## src/rtl/yrc_pkg.sv

```systemverilog
// Shared constants, types and the clamp helper for the YUV 4:2:0 to RGBA converter.
package yrc_pkg;

   localparam int BYTE_W     = 8;
   localparam int CHROMA_W   = 2 * BYTE_W;
   localparam int PIX_W      = 32;
   localparam int WP_W       = 12;
   localparam int APB_DATA_W = 32;
   localparam int APB_ADDR_W = 2;

   localparam logic [WP_W-1:0] WP_RESET = 12'd320;

   // Signed width of the fixed-point color sums (range about -265k..+548k).
   localparam int SUM_W = 21;

   localparam logic signed [SUM_W-1:0] COEF_Y    = 21'sd1192;
   localparam logic signed [SUM_W-1:0] COEF_RV   = 21'sd1634;
   localparam logic signed [SUM_W-1:0] COEF_GV   = 21'sd833;
   localparam logic signed [SUM_W-1:0] COEF_GU   = 21'sd400;
   localparam logic signed [SUM_W-1:0] COEF_BU   = 21'sd2066;
   localparam logic signed [SUM_W-1:0] CLAMP_MAX = 21'sd262143;
   localparam int                      CLAMP_SHIFT = 10;

   localparam logic [BYTE_W-1:0]  LUMA_OFFSET   = 8'd16;
   localparam logic signed [8:0]  CHROMA_OFFSET = 9'sd128;
   localparam logic [BYTE_W-1:0]  ALPHA         = 8'hff;

   // Output queue; depth must be a power of two so the pointers wrap.
   localparam int OUT_DEPTH = 8;
   localparam int OUT_PTR_W = $clog2(OUT_DEPTH);
   localparam int OUT_CNT_W = $clog2(OUT_DEPTH + 1);

   typedef struct packed {
      logic [PIX_W-1:0] pixel_first;
      logic [PIX_W-1:0] pixel_second;
      logic             row_end;
   } result_type;

   function automatic logic [BYTE_W-1:0] clamp_shift(input logic signed [SUM_W-1:0] s);
      logic signed [SUM_W-1:0] sh;
      sh = s >>> CLAMP_SHIFT;
      if (s < 0) return '0;
      if (s > CLAMP_MAX) return {BYTE_W{1'b1}};
      return sh[BYTE_W-1:0];
   endfunction

endpackage

```

## src/rtl/yrc_if.sv

```systemverilog


interface yrc_rsp_if import yrc_pkg::*; ();
   logic             valid;
   logic             ready;
   logic [PIX_W-1:0] pixel_first;
   logic [PIX_W-1:0] pixel_second;
   logic             row_end;

   modport source (output valid, pixel_first, pixel_second, row_end, input ready);
   modport sink   (input valid, pixel_first, pixel_second, row_end, output ready);
endinterface

```

## src/rtl/yrc_merge.sv

```systemverilog
// Merges both lane pixels and the row flag into the output queue feeding the response channel.
module yrc_merge import yrc_pkg::*; (
   input  logic             clock,
   input  logic             reset,
   input  logic             push,
   input  result_type       entry,
   yrc_rsp_if.source        rsp_bus
);

   result_type             queue_ff [OUT_DEPTH];
   logic [OUT_PTR_W-1:0]   wr_ptr_ff, wr_ptr_in;
   logic [OUT_PTR_W-1:0]   rd_ptr_ff, rd_ptr_in;
   logic [OUT_CNT_W-1:0]   count_ff, count_in;
   logic                   pop;
   result_type             head;

   assign head                 = queue_ff[rd_ptr_ff];
   assign rsp_bus.valid        = (count_ff != '0);
   assign rsp_bus.pixel_first  = head.pixel_first;
   assign rsp_bus.pixel_second = head.pixel_second;
   assign rsp_bus.row_end      = head.row_end;
   assign pop                  = rsp_bus.valid && rsp_bus.ready;

   always_comb begin
      wr_ptr_in = push ? wr_ptr_ff + OUT_PTR_W'(1) : wr_ptr_ff;
      rd_ptr_in = pop ? rd_ptr_ff + OUT_PTR_W'(1) : rd_ptr_ff;
      count_in  = count_ff + OUT_CNT_W'(push) - OUT_CNT_W'(pop);
   end

   always_ff @(posedge clock) begin
      if (reset) begin
         wr_ptr_ff <= '0;
         rd_ptr_ff <= '0;
         count_ff  <= '0;
      end else begin
         wr_ptr_ff <= wr_ptr_in;
         rd_ptr_ff <= rd_ptr_in;
         count_ff  <= count_in;
      end
   end

   always_ff @(posedge clock) begin
      if (push) begin
         queue_ff[wr_ptr_ff] <= entry;
      end
   end

   a_no_overflow: assert property (@(posedge clock) disable iff (reset)
      push |-> (count_ff != OUT_CNT_W'(OUT_DEPTH) || pop))
      else $error("output queue overflow");

   a_count_up: assert property (@(posedge clock) disable iff (reset)
      (push && !pop) |=> count_ff == $past(count_ff) + OUT_CNT_W'(1))
      else $error("output queue count did not advance on push");

   a_hold_valid: assert property (@(posedge clock) disable iff (reset)
      (rsp_bus.valid && !rsp_bus.ready) |=> rsp_bus.valid)
      else $error("response withdrawn before acceptance");

endmodule

```

## src/flat_wrapper.sv

```systemverilog
// flat-port wrapper written by rule: the top's interface ports become plain ports
module yrc_merge_flat import yrc_pkg::*;
  (clock, reset, push, entry, rsp_bus_valid, rsp_bus_pixel_first, rsp_bus_pixel_second, rsp_bus_row_end, rsp_bus_ready);
  yrc_rsp_if rsp_bus_i ();
  input  logic clock;
  input  logic reset;
  input  logic push;
  input  result_type entry;
  output wire logic [$bits(rsp_bus_i.valid)-1:0] rsp_bus_valid;
  output wire logic [$bits(rsp_bus_i.pixel_first)-1:0] rsp_bus_pixel_first;
  output wire logic [$bits(rsp_bus_i.pixel_second)-1:0] rsp_bus_pixel_second;
  output wire logic [$bits(rsp_bus_i.row_end)-1:0] rsp_bus_row_end;
  input wire logic [$bits(rsp_bus_i.ready)-1:0] rsp_bus_ready;
  assign rsp_bus_valid = rsp_bus_i.valid;
  assign rsp_bus_pixel_first = rsp_bus_i.pixel_first;
  assign rsp_bus_pixel_second = rsp_bus_i.pixel_second;
  assign rsp_bus_row_end = rsp_bus_i.row_end;
  assign rsp_bus_i.ready = rsp_bus_ready;
  yrc_merge u_core (.clock(clock), .reset(reset), .push(push), .entry(entry), .rsp_bus(rsp_bus_i));
endmodule
```

## config.mk

```make
export PLATFORM = sky130hd
export DESIGN_NAME = yrc_merge_flat
export DESIGN_NICKNAME = d
export VERILOG_FILES = /design/src/rtl/yrc_pkg.sv /design/src/rtl/yrc_if.sv /design/src/rtl/yrc_merge.sv /design/src/flat_wrapper.sv
export SDC_FILE = /design/constraint.sdc
export NUM_CORES = 1
export LEC_CHECK = 0
export CAP_MARGIN = 25
export CORE_ASPECT_RATIO = 1.4
export CORE_MARGIN = 2
export CORE_UTILIZATION = 60
export DETAILED_ROUTE_END_ITERATION = 10
export DONT_BUFFER_PORTS = 1
export PLACE_DENSITY = 0.73
export SLEW_MARGIN = 10
export SYNTH_ARGS = -nofsm -noshare
export SYNTH_HDL_FRONTEND = slang
export SYNTH_SLANG_ARGS = --single-unit
```

## constraint.sdc

```tcl
create_clock -name clock -period 7.27 [get_ports clock]
set_clock_uncertainty 0.1 [all_clocks]
set_input_delay 0.3635 -clock clock [delete_from_list [all_inputs] [get_ports clock]]
set_output_delay 0.3635 -clock clock [all_outputs]
set_load 0.01 [all_outputs]
```

==> impl_metrics.env, run 1 <==
export IMPL_outcome="finished, final reports clean"
export IMPL_comb_power_share=0.127
export IMPL_die_width_um=159
export IMPL_cts_buffers_inserted=47
export IMPL_dp_cells=1253
export IMPL_syn_area_per_cell_sq_um=24.4
export IMPL_finalNetCount=1004
export IMPL_met1_usage=0.269
export IMPL_drt_iter0_markers=567
export IMPL_initial_utilization=0.608
export IMPL_cp_max_fo=78
export IMPL_p_sw_frac=0.226
export IMPL_post_cts_buffers=0
export IMPL_use_met2=0.383
export IMPL_hold_path_end="u_core.rd_ptr_ff[1]$_SDFFE_PP0P_"
export IMPL_yosysTopAreaCell="edfxtp_1"
export IMPL_yosysWarningCount=0
export IMPL_synthArstFlopShare=0
export IMPL_synth_most_common_cell="edfxtp_1"
export IMPL_grt_pass1_wl_um=55900
export IMPL_max_clock_freq_mhz=284
export IMPL_overflow=0
export IMPL_fin_ws_ns=3.75
export IMPL_cts_htree_levels=2
export IMPL_timing_reg2reg_setup_slack_ns=4.53
export IMPL_ys_top_cells_by_count="520 x edfxtp_1, 130 x mux4_2, 67 x mux2_2"
export IMPL_drc_errors=0
export IMPL_row_count=79
export IMPL_utilization=0.694
export IMPL_slew_headroom=0.330
export IMPL_io_buffers=0
export IMPL_power_per_cell_area_nw_per_um2=290
export IMPL_crit_arrival_ns=3.06
export IMPL_synth_edf_count=520
export IMPL_regToRegEndpoint="u_core.queue_ff[1][12]$_DFFE_PP_"
export IMPL_ys_flop_type="edfxtp_1"
export IMPL_syn2layout_area_growth_pct=14.0
export IMPL_gp_congestion=0.705
export IMPL_die_area_sq_um=35100
export IMPL_die_h_um=221
export IMPL_grt_max_degree=79
export IMPL_ys_ff_latch=533
export IMPL_cts_tree="done"
export IMPL_vias=8594
export IMPL_core_sq_um=33100
export IMPL_grt_met3_usage=0.0508
export IMPL_power_frac_seq=0.531
export IMPL_antenna_left=0
export IMPL_period_minus_slack_ns=3.52
export IMPL_p_leak_nw=7.04
export IMPL_path_clk_slew_ns=0.06
export IMPL_max_vdd_ir_drop_mv=0.239
export IMPL_top_usage_layer="met2"
export IMPL_cts_hold_buf=69
export IMPL_holdPathStages=3
export IMPL_start_kind="flop"
export IMPL_grt_pass1_vias=9331
export IMPL_via_per_inst=6.09
export IMPL_synth_top_area_share=0.775
export IMPL_drive_gt1_frac=0.298
export IMPL_place_worst_setup_slack_ns=4.07
export IMPL_finalSetupViolCount=0
export IMPL_wire_per_inst_um=26.4
export IMPL_worstSetupPathType="flop to output pin"
export IMPL_yosysSeqAreaShare=0.788
export IMPL_cts_sinks=533
export IMPL_clockBufferDepth=3
export IMPL_synth_top_cells_by_area="edfxtp_1 78%, mux4_2 15%, mux2_2 3.7%"
export IMPL_grt_usage=0.217
export IMPL_cts_resized=0
export IMPL_worstPathRequired_ns=6.81
export IMPL_r2r_cells=3
export IMPL_clkLatencyLatePin_ns=0.56
export IMPL_netlist_area_sq_um=20100
export IMPL_switchingPower_w=0.00150
export IMPL_synth_cells=827
export IMPL_num_fill_cells=1957
export IMPL_dp_hpwl_um=20900
export IMPL_post_route_period_util=0.484
export IMPL_rr_startpoint="u_core.wr_ptr_ff[0]$_SDFFE_PP0P_"
export IMPL_ys_types=25
export IMPL_totalWireLength_um=37300
export IMPL_antenna_found_initial=2
export IMPL_fin_setup_tns_ns=0
export IMPL_rsz0062_at_grt="false"
export IMPL_slew_violations=0
export IMPL_cts_root_buf="clkbuf_16"
export IMPL_worstMarginPinSlew_ns=1.00
export IMPL_p_int_w=0.00515
export IMPL_hold_path_startpoint="rsp_bus_ready"
export IMPL_hold_viol=0
export IMPL_synth_fp_nets=903
export IMPL_hold_class="primary input to flop"
export IMPL_fin_cells=1412
export IMPL_first_pass_iters=5
export IMPL_maxCapViolations=0
export IMPL_cp_end_kind="output pin"
export IMPL_ioPinCount=135
export IMPL_p_clk_frac=0.342
export IMPL_finalPower_w=0.00666
metrics by stage:
| stage | hold WS (ns) | instance area, sq um |
|---|---|---|
| 5_1_grt | 0.0748 | 23000 |
| 3_5_place_dp | 0.333 | 20800 |
| 3_3_place_gp | 0.333 | 20600 |
| 4_1_cts | 0.0317 | 22900 |
| 6_report | 0.0500 | 23000 |
| 2_1_floorplan | 0.362 | 20100 |
power by group through the flow:
| stage | logic, W | clock network [W] | registers [W] |
|---|---|---|---|
| after floorplan | 0.000670 | 0 | 0.00356 |
| after global placement | 0.000702 | 0 | 0.00365 |
| after detailed placement | 0.000766 | 0 | 0.00363 |
| after CTS | 0.000834 | 0.00233 | 0.00356 |
| after global routing | 0.000907 | 0.00244 | 0.00354 |
| final | 0.000844 | 0.00228 | 0.00353 |
layout by cell type, fill, tap and decap left out, types with 2 or more instances in the layout:
cell	n
ha_1	6
nand2_1	5
mux2_2	67
clkbuf_1	14
nor2b_1	2
nand2b_1	4
xor2_1	2
a21oi_1	6
nor2_1	7
inv_1	8
buf_16	8
clkbuf_16	49
clkinv_2	7
nor2_4	6
mux4_2	130
dfxtp_4	3
o21ai_0	3
edfxtp_1	520
nor3_2	2
dlygate4sd3_1	69
buf_4	11
clkinv_1	13
diode_2	2
dfxtp_1	10
nand3_1	3
layout make-up:
cell class	instances	area, sq um	share of cell area
repair buffers	89	1010	0.0441
multi-input cells	249	4070	0.177
well taps	445	557	0.0242
diodes	2	5.00	0.000218
clock buffers	63	1280	0.0557
inverters	8	30.0	0.00131
clock inverters	23	130	0.00567
flip-flops and latches	533	15900	0.692
critical path, cell delays in order, from the launching register on:
cell and delay (ns):
dfxtp_4 0.62, buf_16 0.31, buf_12 0.49, mux4_2 0.60, mux2_2 0.34
layer usage:
metal,vias up,share of wire
met1,4547,0.38
li1,3705,-
met4,0,0.025
met3,65,0.067
met2,277,0.53
met5,-,0
logic make-up after synthesis:
kind of cell / count (synthesis) / synth area share
flip-flops: 533 / 0.788
AO/OA/AOI/OAI: 10 / 0.00267
XOR/XNOR: 3 / 0.00130
multiplexers: 198 / 0.183
adder cells (fa/ha/maj): 7 / 0.00472
buffers and inverters: 45 / 0.0127
AND/OR/NAND/NOR: 31 / 0.00714
sequential cells by signal, summed over array words and instances (netlist names), named ones only:
register          flops
u_core.queue_ff     520
u_core.count_ff       4
u_core.rd_ptr_ff      3
u_core.wr_ptr_ff      3
how the worst max path moves through the flow:
stage	from	to	cells after the start
floorplan	u_core.wr_ptr_ff[2]$_SDFFE_PP0P_	u_core.queue_ff[0][0]$_DFFE_PP_	2
global placement	flop	rsp_bus_pixel_second[31]	3
detailed placement	flop	rsp_bus_pixel_second[25]	3
CTS	flop	rsp_bus_pixel_second[25]	3
global route	flop	rsp_bus_pixel_second[17]	4
finish	flop	rsp_bus_pixel_second[25]	4
Note: power is estimated with default switching activity, not from simulation.
==> run 2: changes to the inputs <==
--- a/config.mk
+++ b/config.mk
@@ -8,10 +8,10 @@
 export CAP_MARGIN = 25
 export CORE_ASPECT_RATIO = 1.4
 export CORE_MARGIN = 2
-export CORE_UTILIZATION = 60
+export CORE_UTILIZATION = 57
 export DETAILED_ROUTE_END_ITERATION = 10
 export DONT_BUFFER_PORTS = 1
-export PLACE_DENSITY = 0.73
+export PLACE_DENSITY = 0.72
 export SLEW_MARGIN = 10
 export SYNTH_ARGS = -nofsm -noshare
 export SYNTH_HDL_FRONTEND = slang
==> constraint.sdc (replaced) <==
create_clock -name clock -period 2.9 [get_ports clock]
set_clock_uncertainty 0.1 [all_clocks]
set_input_delay 0.145 -clock clock [delete_from_list [all_inputs] [get_ports clock]]
set_output_delay 0.145 -clock clock [all_outputs]
set_load 0.01 [all_outputs]
==> impl_metrics.env, run 2 (same netlist as run 1, synthesis figures left out) <==
export IMPL_die_width_um=163
export IMPL_comb_power_share=0.127
export IMPL_cp_end_kind="flop"
export IMPL_initial_utilization=0.578
export IMPL_max_clock_freq_mhz=374
export IMPL_drt_iter0_markers=680
export IMPL_p_sw_frac=0.228
export IMPL_dr_wl_met2_um=20500
export IMPL_clockBufferDepth=3
export IMPL_cp_max_fo=4
export IMPL_regMostFlops="u_core.queue_ff"
export IMPL_io_buffers=0
export IMPL_outcome="finished, final reports clean"
export IMPL_gp_congestion=0.721
export IMPL_p_leak_nw=7.15
export IMPL_dp_hpwl_um=21400
export IMPL_fin_setup_tns_ns=0
export IMPL_switchingPower_w=0.00391
export IMPL_antenna_left=0
export IMPL_wire_per_inst_um=26.3
export IMPL_post_cts_buffers=0
export IMPL_critPathBufInv=4
export IMPL_cts_htree_levels=2
export IMPL_die_area_sq_um=36900
export IMPL_power_per_cell_area_nw_per_um2=741
export IMPL_period_minus_slack_ns=2.67
export IMPL_p_clk_frac=0.356
export IMPL_row_count=81
export IMPL_cp_top_family="buffers and inverters"
export IMPL_finalSetupViolCount=0
export IMPL_wl_met3_um=1940
export IMPL_finalPower_w=0.0172
export IMPL_worstSetupPathType="flop to flop"
export IMPL_clkLatencyLatePin_ns=0.56
export IMPL_hold_class="primary input to flop"
export IMPL_grt_pass1_vias=9412
export IMPL_finalNetCount=1012
export IMPL_ioPinCount=135
export IMPL_num_fill_cells=2186
export IMPL_power_frac_seq=0.517
export IMPL_vias=8670
export IMPL_antenna_found_initial=3
export IMPL_worstPathRequired_ns=3.30
export IMPL_met1_length_um=14500
export IMPL_layout_common_cells="520 x edfxtp_1, 130 x mux4_2, 69 x dlygate4sd3_1, 67 x mux2_2, 48 x clkbuf_16"
export IMPL_overflow=0
export IMPL_first_pass_iters=4
export IMPL_rsz0062_at_grt="false"
export IMPL_drive_gt1_frac=0.321
export IMPL_hold_viol=0
export IMPL_cts_buffers_inserted=47
export IMPL_cts_tree="done"
export IMPL_cts_root_buf="clkbuf_16"
export IMPL_max_vdd_ir_drop_mv=0.553
export IMPL_p_int_w=0.0133
export IMPL_path_cells="inv_1 > ha_1 > nor3b_4 > inv_2 > nand3_1 > o21ai_0 > ha_1 > inv_1 > fa_1 > nor2_1 > dlygate4sd3_1"
export IMPL_totalWireLength_um=37700
export IMPL_cts_sinks=533
export IMPL_core_sq_um=34900
export IMPL_worstMarginPinSlew_ns=0.689
export IMPL_start_kind="flop"
export IMPL_slowest_delay_ns=0.56
export IMPL_drc_errors=0
export IMPL_crit_slowest_cell="dlygate4sd3_1"
export IMPL_path_clk_slew_ns=0.06
export IMPL_layout_commonest_cell="edfxtp_1"
export IMPL_slew_violations=0
export IMPL_crit_arrival_ns=3.08
export IMPL_largest_registers="u_core.queue_ff (520), u_core.count_ff (4)"
export IMPL_top_layer_used="met4"
export IMPL_grt_usage=0.212
export IMPL_die_h_um=226
export IMPL_post_route_period_util=0.922
export IMPL_via_per_inst=6.05
export IMPL_largest_register_ffs=520
export IMPL_grt_max_degree=51
export IMPL_syn2layout_area_growth_pct=15.0
export IMPL_slew_headroom=0.541
export IMPL_maxCapViolations=0
export IMPL_grt_pass1_wl_um=57300
-- run 2: cell types whose count changed in the layout (fill, tap and decap cells not counted), sizes merged, moves of 2 or more --
cell	change
buf	+8
bufinv	+3
clkbuf	-7
clkinv	+5
inv	+2
-- run 2: worst paths after layout --
check                                   startpoint                          endpoint  slack (ns)  cells after the start
setup / recovery     u_core.count_ff[2]$_SDFF_PP0_     u_core.count_ff[1]$_SDFF_PP0_        0.23                     11
hold / removal                                push  u_core.queue_ff[5][16]$_DFFE_PP_        0.28                      3
setup reg to reg     u_core.count_ff[2]$_SDFF_PP0_     u_core.count_ff[1]$_SDFF_PP0_        0.23                     11
hold reg to reg   u_core.rd_ptr_ff[2]$_SDFFE_PP0P_                              flop        0.44                      2
-- run 2: final cells by class --
cell class	count	area [sq um]	area share
flip-flops and latches	533	15900	0.686
multi-input cells	249	4090	0.177
clock buffers	56	1260	0.0545
repair buffers	97	1040	0.0448
well taps	456	571	0.0246
clock inverters	32	275	0.0119
inverters	8	30.0	0.00130
diodes	3	7.51	0.000324
-- run 2: stage by stage --
step | util | hold slack, ns | setup WS [ns] | instances | instance area [sq um]
finish | 0.664 | 0.277 | 0.226 | 1434 | 23200
global route | 0.664 | 0.273 | 0.0271 | 1433 | 23200
CTS | 0.664 | 0.259 | 0.0140 | 1431 | 23100
global placement | 0.600 | 0.114 | 0.715 | 1274 | 20900
floorplan | - | 0.144 | -0.960 | 827 | 20200
detailed placement | 0.600 | 0.114 | 0.568 | 1274 | 20900
-- run 2: repair_timing --
| item | in CTS | in global routing |
|---|---|---|
| endpoints found under the hold margin | 533 | 0 |
| endpoints found under the setup margin | 0 | 1 |
| resized for setup | 0 | 3 |
| hold buffers | 69 | 0 |
-- run 2: per-layer routing --
layer | track usage | up-vias
met1 | 0.267 | 4657
met3 | 0.0401 | 56
met4 | 0.0611 | 0
li1 | - | 3726
met2 | 0.377 | 231
met5 | 0 | -
-- run 2: power by group through the flow --
| stage | clock network [W] | logic, W | registers, W |
|---|---|---|---|
| floorplan | 0 | 0.00168 | 0.00891 |
| global placement | 0 | 0.00199 | 0.00902 |
| detailed placement | 0 | 0.00204 | 0.00904 |
| CTS | 0.00621 | 0.00222 | 0.00887 |
| global route | 0.00650 | 0.00234 | 0.00889 |
| finish | 0.00611 | 0.00218 | 0.00887 |
-- run 2: worst reg2reg max path, stage by stage, from the launching register on --
cell	delay, ns
dfxtp_1	0.30
inv_1	0.08
ha_1	0.15
nor3b_4	0.25
inv_2	0.11
nand3_1	0.13
o21ai_0	0.10
ha_1	0.20
inv_1	0.10
fa_1	0.43
nor2_1	0.12
dlygate4sd3_1	0.56
==> run 3: changes to the inputs <==
--- a/config.mk
+++ b/config.mk
@@ -8,10 +8,10 @@
 export CAP_MARGIN = 25
 export CORE_ASPECT_RATIO = 1.4
 export CORE_MARGIN = 2
-export CORE_UTILIZATION = 57
+export CORE_UTILIZATION = 35
 export DETAILED_ROUTE_END_ITERATION = 10
 export DONT_BUFFER_PORTS = 1
-export PLACE_DENSITY = 0.72
+export PLACE_DENSITY = 0.48
 export SLEW_MARGIN = 10
 export SYNTH_ARGS = -nofsm -noshare
 export SYNTH_HDL_FRONTEND = slang
==> impl_metrics.env, run 3 (same netlist as run 1, synthesis figures left out) <==
export IMPL_initial_utilization=0.352
export IMPL_worstPathRequired_ns=2.65
export IMPL_slowest_delay_ns=0.60
export IMPL_vias=8608
export IMPL_totalWireLength_um=43200
export IMPL_clkLatencyLatePin_ns=0.58
export IMPL_layout_common_cells="520 x edfxtp_1, 130 x mux4_2, 69 x dlygate4sd3_1, 67 x mux2_2, 53 x clkbuf_16"
export IMPL_worstMarginPinSlew_ns=0.641
export IMPL_start_kind="flop"
export IMPL_maxCapViolations=0
export IMPL_power_frac_seq=0.513
export IMPL_path_cells="buf_12 > mux4_2 > mux2_2"
export IMPL_hold_class="primary input to flop"
export IMPL_period_minus_slack_ns=2.69
export IMPL_core_sq_um=57300
export IMPL_max_vdd_ir_drop_mv=0.561
export IMPL_cts_htree_levels=2
export IMPL_p_leak_nw=7.13
export IMPL_switchingPower_w=0.00403
export IMPL_fin_ws_ns=0.214
export IMPL_utilization=0.411
export IMPL_antenna_found_initial=1
export IMPL_syn2layout_area_growth_pct=16.9
export IMPL_largest_registers="u_core.queue_ff (520), u_core.count_ff (4)"
export IMPL_layout_commonest_cell="edfxtp_1"
export IMPL_post_cts_buffers=0
export IMPL_cts_root_buf="clkbuf_16"
export IMPL_dp_hpwl_um=22600
export IMPL_p_int_w=0.0132
export IMPL_cp_end_kind="output pin"
export IMPL_p_sw_frac=0.234
export IMPL_grt_pass1_vias=9558
export IMPL_finalPower_w=0.0173
export IMPL_power_per_cell_area_nw_per_um2=733
export IMPL_antenna_left=0
export IMPL_die_width_um=207
export IMPL_cts_sinks=533
export IMPL_worstSetupPathType="flop to output pin"
export IMPL_drt_iter0_markers=401
export IMPL_crit_slowest_cell="dfxtp_4"
export IMPL_ioPinCount=135
export IMPL_comb_power_share=0.129
export IMPL_p_clk_frac=0.358
export IMPL_crit_arrival_ns=2.44
export IMPL_overflow=0
export IMPL_place_worst_setup_slack_ns=0.632
export IMPL_gp_congestion=0.670
export IMPL_cts_tree="done"
export IMPL_grt_max_degree=66
export IMPL_grt_pass1_wl_um=63700
export IMPL_slew_violations=0
export IMPL_via_per_inst=5.00
export IMPL_max_clock_freq_mhz=372
export IMPL_finalSetupViolCount=0
export IMPL_outcome="finished, final reports clean"
export IMPL_wire_per_inst_um=25.1
export IMPL_finalNetCount=1018
export IMPL_cts_buffers_inserted=53
export IMPL_cp_max_fo=33
export IMPL_grt_usage=0.148
export IMPL_cp_top_family="multiplexers"
export IMPL_path_clk_slew_ns=0.06
export IMPL_io_buffers=0
export IMPL_slew_headroom=0.573
export IMPL_drive_gt1_frac=0.306
export IMPL_row_count=104
export IMPL_fin_setup_tns_ns=0
export IMPL_die_area_sq_um=59500
export IMPL_regMostFlops="u_core.queue_ff"
export IMPL_first_pass_iters=4
export IMPL_drc_errors=0
export IMPL_clockBufferDepth=3
export IMPL_largest_register_ffs=520
export IMPL_critPathBufInv=1
export IMPL_hold_viol=0
export IMPL_post_route_period_util=0.926
export IMPL_die_h_um=288
[run 3: changes by cell type in the layout (fill, tap and decap cells not counted), sizes merged]
cell / change
inv: -2
bufinv: -3
diode: -2
clkbuf: +15
clkinv: -7
[run 3: final timing paths]
kind | startpoint | endpoint | slack, ns | cells after the start
max | flop | rsp_bus_pixel_first[3] | 0.21 | 3
min | push | u_core.queue_ff[6][48]$_DFFE_PP_ | 0.13 | 2
max reg2reg | u_core.count_ff[2]$_SDFF_PP0_ | u_core.count_ff[1]$_SDFF_PP0_ | 0.23 | 11
min reg2reg | u_core.rd_ptr_ff[2]$_SDFFE_PP0P_ | flop | 0.43 | 2
[run 3: cell type report]
type	instances	area, sq um
Clock inverter	20	113
Multi-Input combinational cell	249	4080
Inverter	8	30.0
Timing Repair Buffer	97	1100
Sequential cell	533	15900
Tap cell	742	928
Clock buffer	71	1400
Fill cell	5064	33700
Antenna cell	1	2.50
[run 3: stage by stage]
step | std cells | hold WS, ns | area (sq um)
2_1_floorplan | 827 | 0.144 | 20200
3_3_place_gp | 1560 | 0.112 | 21300
3_5_place_dp | 1560 | 0.113 | 21300
4_1_cts | 1720 | 0.0995 | 23500
5_1_grt | 1721 | 0.132 | 23500
6_report | 1721 | 0.132 | 23500
[run 3: timing repair]
action	in CTS	in global routing
resized for setup	0	1
hold buffers	69	0
endpoints found under the setup margin	0	1
endpoints found under the hold margin	533	0
[run 3: power groups by stage]
stage	Sequential [W]	Combinational, W	Clock, W
2_1_floorplan	0.00891	0.00168	0
3_3_place_gp	0.00901	0.00214	0
3_5_place_dp	0.00903	0.00214	0
4_1_cts	0.00886	0.00233	0.00641
5_1_grt	0.00888	0.00244	0.00667
6_report	0.00885	0.00223	0.00618
[run 3: metal layers]
metal  track usage  part of all wire  vias to the layer above
li1              -                 -                     3743
met1         0.183              0.41                     4655
met2         0.262              0.52                      147
met3        0.0309             0.043                       63
met4        0.0427             0.022                        0
met5             0                 0                        -
